## src/sv/particle_step_bezier_speed_assert.svh

```systemverilog
// Assertion macros used by the particle integrator RTL.
`ifndef PARTICLE_STEP_BEZIER_SPEED_ASSERT_SVH
`define PARTICLE_STEP_BEZIER_SPEED_ASSERT_SVH
`ifndef NO_ASSERTIONS
`define PSBS_ASSERT_IMPL(label, clk, rst_n, ante, cons) \
    label: assert property (@(posedge clk) disable iff (!rst_n) (ante) |-> (cons)) \
        else $error("particle integrator assertion failed");
`define PSBS_ASSERT_NEXT(label, clk, rst_n, ante, cons) \
    label: assert property (@(posedge clk) disable iff (!rst_n) (ante) |=> (cons)) \
        else $error("particle integrator assertion failed");
`else
`define PSBS_ASSERT_IMPL(label, clk, rst_n, ante, cons)
`define PSBS_ASSERT_NEXT(label, clk, rst_n, ante, cons)
`endif
`endif

```

## src/sv/psbs_pkg.sv

```systemverilog
// Package with types and constants of the particle integrator.
package psbs_pkg;

    localparam logic [15:0] FRAME_TIME_RESET = 16'd1092;
    localparam int          T_W              = 17;
    localparam logic [16:0] T_ONE            = 17'h10000;
    localparam int          R_W              = 25;
    localparam int          DIV_STEPS        = 3;
    localparam int          DIV_STAGES       = 6;
    localparam int          DIV_DEPTH        = DIV_STAGES + 1;
    localparam int          Q_W              = DIV_STAGES * DIV_STEPS;
    localparam int          CURVE_DEPTH      = 7;
    localparam int          MOVE_DEPTH       = 2;

    typedef logic [23:0]        age_t;
    typedef logic signed [23:0] curve_t;
    typedef logic signed [31:0] fix32_t;

    typedef struct packed {
        age_t   age;
        logic   expired;
        logic   last;
        fix32_t pos_x;
        fix32_t pos_y;
        fix32_t vel_x;
        fix32_t vel_y;
    } side_t;

    typedef struct packed {
        curve_t y0;
        curve_t y1;
        curve_t y2;
        curve_t y3;
    } ctrl_pts_t;

    typedef struct packed {
        side_t            side;
        ctrl_pts_t        pts;
        logic             life_zero;
        logic [Q_W-1:0]   quot;
    } div_out_t;

    typedef struct packed {
        side_t  side;
        curve_t speed;
    } curve_out_t;

endpackage

```

## src/sv/psbs_if.sv

```systemverilog


interface psbs_out_if;
    logic               valid;
    logic               ready;
    logic [23:0]        age_out;
    logic signed [31:0] pos_x_out;
    logic signed [31:0] pos_y_out;
    logic               expired;
    logic               last_out;

    modport source (
        output valid, age_out, pos_x_out, pos_y_out, expired, last_out,
        input  ready
    );
    modport sink (
        input  valid, age_out, pos_x_out, pos_y_out, expired, last_out,
        output ready
    );
endinterface


```

## src/sv/psbs_move.sv

```systemverilog
// Velocity scaling, rounding and saturating position update with the result register.
module psbs_move (
    input  logic                 clk,
    input  logic                 rst_n,
    input  logic                 in_valid,
    output logic                 in_ready,
    input  psbs_pkg::curve_out_t in_data,
    psbs_out_if.source           result
);

    typedef struct packed {
        psbs_pkg::side_t    side;
        logic signed [55:0] prod_x;
        logic signed [55:0] prod_y;
    } m0_t;

    typedef struct packed {
        psbs_pkg::age_t   age;
        psbs_pkg::fix32_t pos_x;
        psbs_pkg::fix32_t pos_y;
        logic             expired;
        logic             last;
    } m1_t;

    // Rounding of the step is folded into the position add: pos * 2^16 + half + product.
    function automatic psbs_pkg::fix32_t move_axis(psbs_pkg::fix32_t pos,
                                                   logic signed [55:0] prod);
        logic signed [57:0] sum;
        logic signed [41:0] res;
        psbs_pkg::fix32_t   o;
        sum = 58'($signed({pos, 16'h8000})) + 58'(prod);
        res = sum[57:16];
        if (res > 42'sd2147483647)
        begin
            o = 32'sh7FFFFFFF;
        end
        else if (res < -42'sd2147483648)
        begin
            o = 32'sh80000000;
        end
        else
        begin
            o = res[31:0];
        end
        return o;
    endfunction

    logic [psbs_pkg::MOVE_DEPTH-1:0] vld_reg;
    logic [psbs_pkg::MOVE_DEPTH-1:0] vld_next;
    logic [psbs_pkg::MOVE_DEPTH:0]   rdy;
    m0_t                             m0_reg, m0_next;
    m1_t                             m1_reg, m1_next;

    always_comb
    begin
        rdy[psbs_pkg::MOVE_DEPTH] = result.ready;
        for (int i = psbs_pkg::MOVE_DEPTH - 1; i >= 0; i--)
        begin
            rdy[i] = !vld_reg[i] || rdy[i+1];
        end
    end

    assign in_ready = rdy[0];
    assign vld_next = {vld_reg[psbs_pkg::MOVE_DEPTH-2:0], in_valid};

    always_comb
    begin
        m0_next.side    = in_data.side;
        m0_next.prod_x  = 56'(in_data.side.vel_x) * 56'(in_data.speed);
        m0_next.prod_y  = 56'(in_data.side.vel_y) * 56'(in_data.speed);

        m1_next.age     = m0_reg.side.age;
        m1_next.expired = m0_reg.side.expired;
        m1_next.last    = m0_reg.side.last;
        if (m0_reg.side.expired)
        begin
            m1_next.pos_x = m0_reg.side.pos_x;
            m1_next.pos_y = m0_reg.side.pos_y;
        end
        else
        begin
            m1_next.pos_x = move_axis(m0_reg.side.pos_x, m0_reg.prod_x);
            m1_next.pos_y = move_axis(m0_reg.side.pos_y, m0_reg.prod_y);
        end
    end

    always_ff @(posedge clk or negedge rst_n)
    begin
        if (!rst_n)
        begin
            vld_reg <= '0;
        end
        else
        begin
            for (int i = 0; i < psbs_pkg::MOVE_DEPTH; i++)
            begin
                if (rdy[i])
                begin
                    vld_reg[i] <= vld_next[i];
                end
            end
        end
    end

    always_ff @(posedge clk)
    begin
        if (rdy[0])
        begin
            m0_reg <= m0_next;
        end
        if (rdy[1])
        begin
            m1_reg <= m1_next;
        end
    end

    assign result.valid     = vld_reg[psbs_pkg::MOVE_DEPTH-1];
    assign result.age_out   = m1_reg.age;
    assign result.pos_x_out = m1_reg.pos_x;
    assign result.pos_y_out = m1_reg.pos_y;
    assign result.expired   = m1_reg.expired;
    assign result.last_out  = m1_reg.last;

endmodule

```

## src/flat_wrapper.sv

```systemverilog
// flat-port wrapper written by rule: the top's interface ports become plain ports
module psbs_move_flat 
  (clk, rst_n, in_valid, in_ready, in_data, result_valid, result_age_out, result_pos_x_out, result_pos_y_out, result_expired, result_last_out, result_ready);
  psbs_out_if result_i ();
  input  logic clk;
  input  logic rst_n;
  input  logic in_valid;
  output logic in_ready;
  input  psbs_pkg::curve_out_t in_data;
  output wire logic [$bits(result_i.valid)-1:0] result_valid;
  output wire logic [$bits(result_i.age_out)-1:0] result_age_out;
  output wire logic [$bits(result_i.pos_x_out)-1:0] result_pos_x_out;
  output wire logic [$bits(result_i.pos_y_out)-1:0] result_pos_y_out;
  output wire logic [$bits(result_i.expired)-1:0] result_expired;
  output wire logic [$bits(result_i.last_out)-1:0] result_last_out;
  input wire logic [$bits(result_i.ready)-1:0] result_ready;
  assign result_valid = result_i.valid;
  assign result_age_out = result_i.age_out;
  assign result_pos_x_out = result_i.pos_x_out;
  assign result_pos_y_out = result_i.pos_y_out;
  assign result_expired = result_i.expired;
  assign result_last_out = result_i.last_out;
  assign result_i.ready = result_ready;
  psbs_move u_core (.clk(clk), .rst_n(rst_n), .in_valid(in_valid), .in_ready(in_ready), .in_data(in_data), .result(result_i));
endmodule
```

## config.mk

```make
export PLATFORM = sky130hd
export DESIGN_NAME = psbs_move_flat
export DESIGN_NICKNAME = d
export VERILOG_FILES = /design/src/sv/particle_step_bezier_speed_assert.svh /design/src/sv/psbs_pkg.sv /design/src/sv/psbs_if.sv /design/src/sv/psbs_move.sv /design/src/flat_wrapper.sv
export SDC_FILE = /design/constraint.sdc
export NUM_CORES = 2
export LEC_CHECK = 0
export BUFFER_PORTS_ARGS = -buffer_cell sky130_fd_sc_hd__buf_2
export CORE_MARGIN = 2
export CORE_UTILIZATION = 55
export CTS_CLUSTER_DIAMETER = 200
export CTS_CLUSTER_SIZE = 10
export DETAILED_ROUTE_END_ITERATION = 8
export PLACE_DENSITY = 0.75
export RECOVER_POWER = 50
export SYNTH_ARGS = -nofsm -noshare
export SYNTH_HDL_FRONTEND = slang
export SYNTH_SLANG_ARGS = --single-unit
```

## constraint.sdc

```tcl
create_clock -name clk -period 5.4 [get_ports clk]
set_input_delay 0.54 -clock clk [delete_from_list [all_inputs] [get_ports clk]]
set_output_delay 0.54 -clock clk [all_outputs]
set_load 0.03 [all_outputs]
```

==> impl_metrics.yaml <==
global_routing:
  grt_pass1_vias: 58047
  antenna_found_initial: 23
  use_met1_pct: 45.0
  grt.total_usage_pct: 34.0
  met2_usage_pct: 53.2
  grt_overflow_total: 0
  grt.busiest_layer: "met2"
  grt_max_degree: 120
  grt_use_met3_pct: 7.94
  grt_pass1_wl_mm: 325
clock_tree:
  worstSkewPairLatency_ns: 0.62
  cts_buffer_depth: 3
  cts_tree: "done"
  clkTransAtPathRegs_ns: 0.08
  ctsRootBufferMaster: "clkbuf_16"
  numCtsBuffers: 30
  htreeDepth: 1
  cts_sinks: 264
route:
  drtIter0Drc: 5312
  drc: 0
  drtAntennaViolNets: 0
  wirelength_mm: 211
  avgRoutedWirePerCell_um: 22.4
  drtPass1Iterations: 8
  dr_total_vias: 53318
  via_per_inst: 5.67
placed_design:
  dpl-instance-area_mm2: 0.0759
  gp_congestion: 0.950
  post-dp-hpwl_mm: 158
  port_buffers: 273
sta:
  fin_crit_ns: 6.80
  finalClockSkew_ns: 0.0274
  tightest_slew_ns: 3.30
  fmax_mhz: 147
  finalCritPeriodShare_pct: 126
  hold-worst-slack_ns: 0.0964
  finalMaxSlewViolations: 208
  finalHoldViolations: 0
  grt_setup_unrepaired: "true"
  finalSetupViolCount: 79
  fin_ws_ns: -1.40
  slew_headroom_pct: -120
yosys:
  syn_nets: 9070
  synthArstFlopShare_pct: 0.758
  ys_types: 79
  synth_edf_count: 262
  ys_top_cells_by_count: "fa_1 (1566), inv_1 (1556), nand2_1 (894), and2_1 (723), ha_1 (372)"
  synth-seq-area-share_pct: 11.8
  ys_warn_count: 0
  synth_mux_area_share_pct: 0.0918
  synth_top_family_by_area: "adder cells"
  yosys.area.top_type: "fa_1"
  synth-xor-area-share_pct: 2.15
  synth_top_area_share_pct: 46.9
  netlist_area_mm2: 0.0668
  ys_ff_latch: 264
  avgSynthCellArea_um2: 9.61
  synthAdderAreaFrac_pct: 53.9
  synth_most_common_cell: "fa_1"
  synthSimpleGateAreaFrac_pct: 15.0
  synth_compound_area_share_pct: 6.21
  synth_cells: 6950
  post_synth_main_area_contributors: "fa_1 (47%), edfxtp_1 (12%), inv_1 (8.7%)"
  ys.flop_type: "edfxtp_1"
run_status:
  violations: "capacitance limit, slew limit, setup timing"
  status: "complete, but fails checks"
floorplanning:
  start_util_pct: 55.5
  coreArea_mm2: 0.120
  die_area_mm2: 0.124
  die_w_um: 353
  io_pins: 274
  die_y_um: 353
  num_rows: 127
critical_path:
  startpoint_type: "primary input"
  reg2reg_slack_ns: 0.72
  worstSetupPathType: "primary input to flop"
  worstPathArrival_ns: 7.23
  worstPathRequired_ns: 5.83
  crit_fanout: 16
  cp-end-kind: "flop"
min_path:
  hp-class: "primary input to flop"
run:
  cap_violations: 3
layout:
  finish.net_count: 9888
  largest_register_ff_count: 172
  syn_to_final_growth_pct: 22.1
  finalInstanceArea_mm2: 0.0816
  layout-drive-gt1-share_pct: 20.9
[layer usage]
| layer | wire length (um) | part of all wire (%) |
|---|---|---|
| met5 | 128 | 0.061 |
| met1 | 79200 | 38 |
| met4 | 11900 | 5.6 |
| met2 | 95300 | 45 |
| met3 | 24400 | 12 |
[final cells by class]
class / count / area (um2)
inverter: 1558 / 5870
antenna: 13 / 32.5
timing repair buffer: 1142 / 10600
clock buffer: 43 / 800
clock inverter: 2 / 25.0
tap: 1612 / 2020
sequential: 264 / 7920
multi-input combinational: 4772 / 54300
fill: 8729 / 38700
[layout by cell type (no fill, tap or decap), types with 53 or more instances in the layout]
cell and instances:
inv_2 81, edfxtp_1 262, ha_1 311, a21o_1 79, and2_4 76, a21oi_1 124
buf_2 128, buf_12 112, buf_6 87, nand2_1 855, fa_1 1465, and2_1 647
clkbuf_1 118, o21ai_0 90, ha_4 53, fa_2 101, inv_1 1470, xnor2_1 92
buf_4 639, nor2_1 161
[logic make-up after synthesis]
kind of cell / after synthesis
simple gates: 2032
compound gates: 632
buf+inv: 1914
fa+ha+maj: 1938
xor+xnor: 164
mux: 6
flops: 264
[worst paths after layout]
kind,startpoint,endpoint,cells past startpoint
worst max-delay path,in_data[20],u_core.m0_reg[102],27
worst min-delay path,in_data[156],u_core.m0_reg[244],1
min in group asynchronous,rst_n,u_core.vld_reg[1],2
worst min register to register,u_core.m0_reg[258],u_core.result.age_out[16],0
worst max register to register,u_core.m0_reg[184],u_core.result.pos_y_out[3],12
max in group asynchronous,rst_n,u_core.vld_reg[1],2
[worst max-delay path, cell delays in order]
cell       delay (ns)
buf_12           0.14
buf_12           0.15
buf_4            0.15
and2_1           0.16
fa_1             0.50
inv_2            0.04
fa_1             0.53
inv_1            0.05
fa_1             0.48
fa_1             0.56
fa_2             0.45
fa_1             0.53
inv_2            0.04
fa_1             0.49
inv_2            0.04
ha_4             0.21
a21o_1           0.18
a21o_1           0.19
a2111oi_4        0.33
o32ai_2          0.16
nor2_4           0.13
o21ai_2          0.08
buf_6            0.13
a31oi_4          0.28
o21ai_4          0.14
a2111o_1         0.42
o311ai_2         0.10
[repair_timing]
action	in CTS	in global routing
hold endpoints to repair	2	0
pin swaps	267	239
endpoints found under the setup margin	82	82
hold buffers	1	0
buffers inserted	115	51
cloned	31	6
gates resized for setup	472	268
[metrics by stage]
| step | cells | setup slack, ns | setup TNS, ns | utilization (%) |
|---|---|---|---|---|
| after floorplan | 6950 | -1.60 | -261.20 | - |
| after global placement | 9178 | -2.21 | -138.03 | 63.1 |
| after detailed placement | 9178 | -2.34 | -145.99 | 63.1 |
| after CTS | 9353 | -1.31 | -70.81 | 66.8 |
| after global routing | 9400 | -1.56 | -88.88 | 67.8 |
| final | 9406 | -1.40 | -77.65 | 67.8 |
Power is not shown: default switching activity piles up to over one toggle a cycle in this logic, so the estimate is an artifact.
