## config.mk

```make
export PLATFORM = sky130hd
export DESIGN_NAME = psbs_div_flat
export DESIGN_NICKNAME = d
export VERILOG_FILES = /design/src/sv/particle_step_bezier_speed_assert.svh /design/src/sv/psbs_pkg.sv /design/src/sv/psbs_if.sv /design/src/sv/psbs_div.sv /design/src/flat_wrapper.sv
export SDC_FILE = /design/constraint.sdc
export NUM_CORES = 2
export LEC_CHECK = 0
export ABC_AREA = 1
export BUFFER_PORTS_ARGS = -buffer_cell sky130_fd_sc_hd__buf_4
export CAP_MARGIN = 20
export CORE_MARGIN = 2
export CORE_UTILIZATION = 50
export CTS_BUF_LIST = sky130_fd_sc_hd__clkbuf_16
export DETAILED_ROUTE_END_ITERATION = 7
export GPL_TIMING_DRIVEN = 0
export MAX_ROUTING_LAYER = met4
export PLACE_DENSITY_LB_ADDON = 0.12
export SYNTH_ARGS = -nofsm -noshare
export SYNTH_HDL_FRONTEND = slang
export SYNTH_SLANG_ARGS = --single-unit
```

## constraint.sdc

```tcl
create_clock -name clk -period 85.6 [get_ports clk]
set_clock_uncertainty 0.05 [all_clocks]
set_input_delay 17.12 -clock clk [delete_from_list [all_inputs] [get_ports clk]]
set_output_delay 17.12 -clock clk [all_outputs]
set_load 0.01 [all_outputs]
```

## src/sv/particle_step_bezier_speed_assert.svh

```systemverilog
// Assertion macros used by the particle integrator RTL.
`ifndef PARTICLE_STEP_BEZIER_SPEED_ASSERT_SVH
`define PARTICLE_STEP_BEZIER_SPEED_ASSERT_SVH
`ifndef NO_ASSERTIONS
`define PSBS_ASSERT_IMPL(label, clk, rst_n, ante, cons) \
    label: assert property (@(posedge clk) disable iff (!rst_n) (ante) |-> (cons)) \
        else $error("particle integrator assertion failed");
`define PSBS_ASSERT_NEXT(label, clk, rst_n, ante, cons) \
    label: assert property (@(posedge clk) disable iff (!rst_n) (ante) |=> (cons)) \
        else $error("particle integrator assertion failed");
`else
`define PSBS_ASSERT_IMPL(label, clk, rst_n, ante, cons)
`define PSBS_ASSERT_NEXT(label, clk, rst_n, ante, cons)
`endif
`endif

```

## src/sv/psbs_pkg.sv

```systemverilog
// Package with types and constants of the particle integrator.
package psbs_pkg;

    localparam logic [15:0] FRAME_TIME_RESET = 16'd1092;
    localparam int          T_W              = 17;
    localparam logic [16:0] T_ONE            = 17'h10000;
    localparam int          R_W              = 25;
    localparam int          DIV_STEPS        = 3;
    localparam int          DIV_STAGES       = 6;
    localparam int          DIV_DEPTH        = DIV_STAGES + 1;
    localparam int          Q_W              = DIV_STAGES * DIV_STEPS;
    localparam int          CURVE_DEPTH      = 7;
    localparam int          MOVE_DEPTH       = 2;

    typedef logic [23:0]        age_t;
    typedef logic signed [23:0] curve_t;
    typedef logic signed [31:0] fix32_t;

    typedef struct packed {
        age_t   age;
        logic   expired;
        logic   last;
        fix32_t pos_x;
        fix32_t pos_y;
        fix32_t vel_x;
        fix32_t vel_y;
    } side_t;

    typedef struct packed {
        curve_t y0;
        curve_t y1;
        curve_t y2;
        curve_t y3;
    } ctrl_pts_t;

    typedef struct packed {
        side_t            side;
        ctrl_pts_t        pts;
        logic             life_zero;
        logic [Q_W-1:0]   quot;
    } div_out_t;

    typedef struct packed {
        side_t  side;
        curve_t speed;
    } curve_out_t;

endpackage

```

## src/sv/psbs_if.sv

```systemverilog
// Channel interfaces for particle words, result words and configuration writes.
interface psbs_in_if;
    logic                    valid;
    logic                    ready;
    logic [23:0]             age_in;
    logic [23:0]             life_span;
    logic signed [23:0]      curve_y0;
    logic signed [23:0]      curve_y1;
    logic signed [23:0]      curve_y2;
    logic signed [23:0]      curve_y3;
    logic signed [31:0]      vel_x;
    logic signed [31:0]      vel_y;
    logic signed [31:0]      pos_x_in;
    logic signed [31:0]      pos_y_in;
    logic                    last_in;

    modport source (
        output valid, age_in, life_span, curve_y0, curve_y1, curve_y2, curve_y3,
               vel_x, vel_y, pos_x_in, pos_y_in, last_in,
        input  ready
    );
    modport sink (
        input  valid, age_in, life_span, curve_y0, curve_y1, curve_y2, curve_y3,
               vel_x, vel_y, pos_x_in, pos_y_in, last_in,
        output ready
    );
endinterface


```

## src/sv/psbs_div.sv

```systemverilog
// Age update and pipelined restoring divider that forms the normalized time.
module psbs_div (
    input  logic               clk,
    input  logic               rst_n,
    input  logic [15:0]        frame_time,
    psbs_in_if.sink            item,
    output logic               out_valid,
    input  logic               out_ready,
    output psbs_pkg::div_out_t out_data
);

    typedef struct packed {
        psbs_pkg::side_t              side;
        psbs_pkg::ctrl_pts_t          pts;
        psbs_pkg::age_t               life;
        logic                         life_zero;
        logic [psbs_pkg::R_W-1:0]     rem;
        logic [psbs_pkg::Q_W-1:0]     quot;
    } div_stage_t;

    function automatic div_stage_t div_step(div_stage_t s);
        div_stage_t               o;
        logic [psbs_pkg::R_W-1:0] r;
        logic [psbs_pkg::R_W-1:0] diff;
        logic                     bit_q;
        o = s;
        r = s.rem;
        for (int k = 0; k < psbs_pkg::DIV_STEPS; k++)
        begin
            bit_q  = r >= {1'b0, s.life};
            diff   = r - {1'b0, s.life};
            if (bit_q)
            begin
                r = diff;
            end
            o.quot = {o.quot[psbs_pkg::Q_W-2:0], bit_q};
            r      = {r[psbs_pkg::R_W-2:0], 1'b0};
        end
        o.rem = r;
        return o;
    endfunction

    logic [psbs_pkg::DIV_DEPTH-1:0] vld_reg;
    logic [psbs_pkg::DIV_DEPTH-1:0] vld_next;
    logic [psbs_pkg::DIV_DEPTH:0]   rdy;
    div_stage_t                     st_reg [psbs_pkg::DIV_DEPTH];
    div_stage_t                     first_next;
    logic [24:0]                    age_sum;
    psbs_pkg::age_t                 age_sat;

    always_comb
    begin
        rdy[psbs_pkg::DIV_DEPTH] = out_ready;
        for (int i = psbs_pkg::DIV_DEPTH - 1; i >= 0; i--)
        begin
            rdy[i] = !vld_reg[i] || rdy[i+1];
        end
    end

    assign item.ready = rdy[0];
    assign vld_next   = {vld_reg[psbs_pkg::DIV_DEPTH-2:0], item.valid};

    always_comb
    begin
        age_sum                 = 25'(item.age_in) + 25'(frame_time);
        age_sat                 = age_sum[24] ? '1 : age_sum[23:0];
        first_next.side.age     = age_sat;
        first_next.side.expired = age_sat > item.life_span;
        first_next.side.last    = item.last_in;
        first_next.side.pos_x   = item.pos_x_in;
        first_next.side.pos_y   = item.pos_y_in;
        first_next.side.vel_x   = item.vel_x;
        first_next.side.vel_y   = item.vel_y;
        first_next.pts.y0       = item.curve_y0;
        first_next.pts.y1       = item.curve_y1;
        first_next.pts.y2       = item.curve_y2;
        first_next.pts.y3       = item.curve_y3;
        first_next.life         = item.life_span;
        first_next.life_zero    = item.life_span == '0;
        first_next.rem          = {1'b0, age_sat};
        first_next.quot         = '0;
    end

    always_ff @(posedge clk or negedge rst_n)
    begin
        if (!rst_n)
        begin
            vld_reg <= '0;
        end
        else
        begin
            for (int i = 0; i < psbs_pkg::DIV_DEPTH; i++)
            begin
                if (rdy[i])
                begin
                    vld_reg[i] <= vld_next[i];
                end
            end
        end
    end

    always_ff @(posedge clk)
    begin
        if (rdy[0])
        begin
            st_reg[0] <= first_next;
        end
        for (int i = 1; i < psbs_pkg::DIV_DEPTH; i++)
        begin
            if (rdy[i])
            begin
                st_reg[i] <= div_step(st_reg[i-1]);
            end
        end
    end

    assign out_valid          = vld_reg[psbs_pkg::DIV_DEPTH-1];
    assign out_data.side      = st_reg[psbs_pkg::DIV_DEPTH-1].side;
    assign out_data.pts       = st_reg[psbs_pkg::DIV_DEPTH-1].pts;
    assign out_data.life_zero = st_reg[psbs_pkg::DIV_DEPTH-1].life_zero;
    assign out_data.quot      = st_reg[psbs_pkg::DIV_DEPTH-1].quot;

endmodule

```

## src/flat_wrapper.sv

```systemverilog
// flat-port wrapper written by rule: the top's interface ports become plain ports
module psbs_div_flat 
  (clk, rst_n, frame_time, out_valid, out_ready, out_data, item_valid, item_age_in, item_life_span, item_curve_y0, item_curve_y1, item_curve_y2, item_curve_y3, item_vel_x, item_vel_y, item_pos_x_in, item_pos_y_in, item_last_in, item_ready);
  psbs_in_if item_i ();
  input  logic clk;
  input  logic rst_n;
  input  logic [15:0] frame_time;
  output logic out_valid;
  input  logic out_ready;
  output psbs_pkg::div_out_t out_data;
  input wire logic [$bits(item_i.valid)-1:0] item_valid;
  input wire logic [$bits(item_i.age_in)-1:0] item_age_in;
  input wire logic [$bits(item_i.life_span)-1:0] item_life_span;
  input wire logic [$bits(item_i.curve_y0)-1:0] item_curve_y0;
  input wire logic [$bits(item_i.curve_y1)-1:0] item_curve_y1;
  input wire logic [$bits(item_i.curve_y2)-1:0] item_curve_y2;
  input wire logic [$bits(item_i.curve_y3)-1:0] item_curve_y3;
  input wire logic [$bits(item_i.vel_x)-1:0] item_vel_x;
  input wire logic [$bits(item_i.vel_y)-1:0] item_vel_y;
  input wire logic [$bits(item_i.pos_x_in)-1:0] item_pos_x_in;
  input wire logic [$bits(item_i.pos_y_in)-1:0] item_pos_y_in;
  input wire logic [$bits(item_i.last_in)-1:0] item_last_in;
  output wire logic [$bits(item_i.ready)-1:0] item_ready;
  assign item_i.valid = item_valid;
  assign item_i.age_in = item_age_in;
  assign item_i.life_span = item_life_span;
  assign item_i.curve_y0 = item_curve_y0;
  assign item_i.curve_y1 = item_curve_y1;
  assign item_i.curve_y2 = item_curve_y2;
  assign item_i.curve_y3 = item_curve_y3;
  assign item_i.vel_x = item_vel_x;
  assign item_i.vel_y = item_vel_y;
  assign item_i.pos_x_in = item_pos_x_in;
  assign item_i.pos_y_in = item_pos_y_in;
  assign item_i.last_in = item_last_in;
  assign item_ready = item_i.ready;
  psbs_div u_core (.clk(clk), .rst_n(rst_n), .frame_time(frame_time), .item(item_i), .out_valid(out_valid), .out_ready(out_ready), .out_data(out_data));
endmodule
```

==> summary.txt <==
Outcome
  • Outcome: finished, final reports clean

Worst setup path
  • Critical path peak fanout: 103
  • Origin of the worst setup path: out_ready
  • Worst Path Required: 68430 ps
  • Critical path type: in2out
  • RR Startpoint: u_core.st_reg[1][56]
  • Critical path arrival: 22020 ps
  • Setup crit end kind: primary output
  • Startpoint Class: primary input

Clock network
  • CTS Root Cell: clkbuf_16
  • Max clock buf depth: 3
  • Setup bufs post-CTS: 0
  • Worst skew pair latency: roughly 860 ps
  • Clock slew seen by the registers of the worst setup and hold paths: 60 ps
  • Clock tree sinks: 2091
  • H-tree levels: 4
  • CTS tree: built
  • CTS Hold Bufs: 0
  • Number of buffers created by CTS: 200
  • Post-CTS resize count: 0

Die
  • Core ar.: 187000 µm²
  • Rows: 159
  • Initial Utilization: 0.503
  • Die X: 438 µm
  • Ports: 564
  • Die Span Y: 438 µm
  • Die ar.: 192000 µm²

Detailed routing
  • Metal1 wirelength: about 110000 µm
  • DRC violations left: 0
  • Via density: 5.36
  • Post-Route WL: 269000 µm
  • WL/cell: 23.4 µm
  • DRT Pass-1 Iters: 6
  • Routed via count: 61700
  • Met2 wire length: 128000 µm
  • Top Metal Used: met4
  • Antenna viol nets, final: 0
  • Met3 wire len: approximately 15000 µm
  • Initial DRC count: 5534

Cells and area
  • Share of cells above drive strength 1: 0.120
  • Fill cells: 15400
  • Post-Layout Inst Area: 109000 µm²
  • Post-Layout Cell Count: 11500
  • Commonest non-fill, non-tap cell in the layout: nand2_1
  • Multi-input gate area: 27600 µm²
  • Max reg flops: 2084
  • Most frequent cells in the layout: 2090 x nand2_1, 2084 x edfxtp_1, 895 x inv_1
  • Register area: 62800 µm²
  • Final nets: 9583
  • Synthesis-to-layout area growth: 15.5%

Min path
  • Hold path start: u_core.st_reg[1][43]
  • HP Class: reg2reg

Logic synthesis
  • Post-Syn Area: 94200 µm²
  • Syn_nets: 8796
  • Ys Warns: 0
  • #FFs+latches synth: about 2100
  • Syn avg cell area: 11.7 µm²
  • Synth Instances: 8034
  • Synth unique cells: 61
  • Seq/Total Area, Yosys: 0.666

STA
  • Slew Limit Fails: 0
  • Final WS setup: 46410 ps
  • Min Tclk post-route: 39190 ps
  • Slew @ Worst Pin: 929 ps
  • Final hold vios: 0
  • Period utilization: 0.458
  • Rel. slew slack: 0.375
  • Final Setup Violations: 0
  • Hold_ws: 321 ps
  • Fmax: 25.5 MHz
  • RSZ-0062 raised after global routing: false

Placed design
  • Dpl cells: 11100
  • Post-Place Cell Area: 102000 µm²
  • Setup Slack @ Placement: 46380 ps
  • IO buf count: about 560
  • Post-DP HPWL: 206000 µm
  • Placer's final routability congestion estimate: 1.00

GRT
  • First-pass GRT wire length: just under 400000 µm
  • Vias in the first global route: 59200
  • Pin count of the biggest net entering global routing: 113
  • Initial antenna violation count: 44
  • Total grt overflow: 0
  • GRT Total Usage: 0.287

Run
  • MaxCap Viol Count: 0
[routing by layer]
metal,up-vias,GRT usage
li1,29500,-
met1,29600,0.376
met2,2057,0.456
met3,459,0.0346
met4,0,0.118
met5,-,-
[final timing paths]
path	to	depth (start not counted)	slack (ps)
setup reg to reg	u_core.st_reg[2][35]	34	77180
min in group asynchronous	u_core.vld_reg[0]	1	16020
max in group asynchronous	u_core.vld_reg[5]	1	69320
setup / recovery	item_ready	15	46410
hold / removal	u_core.st_reg[2][43]	0	320
hold reg to reg	u_core.st_reg[2][43]	0	320
[cells in the mapped netlist (all sizes together)]
library cell	instances	area, µm²
ha	461	5770
or2	45	282
a41o	1	10.0
nand2	2104	7950
nand2b	1	6.26
nand3	377	1970
a21o	35	263
a221oi	1	8.76
o211ai	9	67.6
o31ai	1	7.51
o41ai	1	8.76
nor3	75	385
dfrtp	7	175
o22ai	1	6.26
inv	878	3310
a31oi	22	138
a31o	3	26.3
a21boi	15	113
edfxtp	2084	62600
nor3b	3	22.5
nand3b	23	173
and2	9	56.3
nor4	28	175
and3	8	50.1
a211oi	5	37.5
nand4	104	651
nor2	451	1850
fa	8	160
a41oi	4	35.0
o2111ai	2	17.5
xnor2	147	1290
o221a	1	11.3
o21ai	348	1760
o21a	19	143
buf	72	512
a21oi	450	2290
o221ai	1	8.76
clkbuf	11	42.5
o21bai	55	417
xor2	164	1440
[critical path, stage by stage]
cell	delay, ps
buf_4	110
nor2_1	300
inv_8	300
nor2_1	390
inv_8	210
buf_16	300
nor2_1	360
inv_8	270
nor2_1	400
inv_8	360
nor2_1	430
inv_8	190
nor2_1	510
nand2_4	410
buf_4	280
[area by class of cell]
class                   instances  share of cell area
flip-flops and latches       2091               0.577
diodes                         25            0.000575
repair buffers                585              0.0444
clock buffers                 201              0.0462
inverters                     878              0.0308
multi-input cells            4982               0.254
well taps                    2495              0.0287
plain buffers                  83             0.00509
clock inverters               165              0.0138
[cell families (layout without fill, tap and decap cells)]
group	count (synthesis)	count (layout)	share of synthesized area
simple gates	3228	3228	0.144
flops	2091	2091	0.666
compound gates	974	974	0.0569
buf+inv	961	1912	0.0410
fa+ha+maj	469	469	0.0629
xor+xnor	311	311	0.0289
other cells	0	25	0
[per-stage QoR]
stage / TNS (ps) / util
finish: 0 / 0.581
global route: 0 / 0.581
CTS: 0 / 0.580
detailed placement: 0 / 0.545
global placement: -13460 / 0.542
floorplan: 0 / -
Power is left out: the tool's default activity adds up to more than one toggle a clock period on the data nets, which glitch-free logic cannot reach.
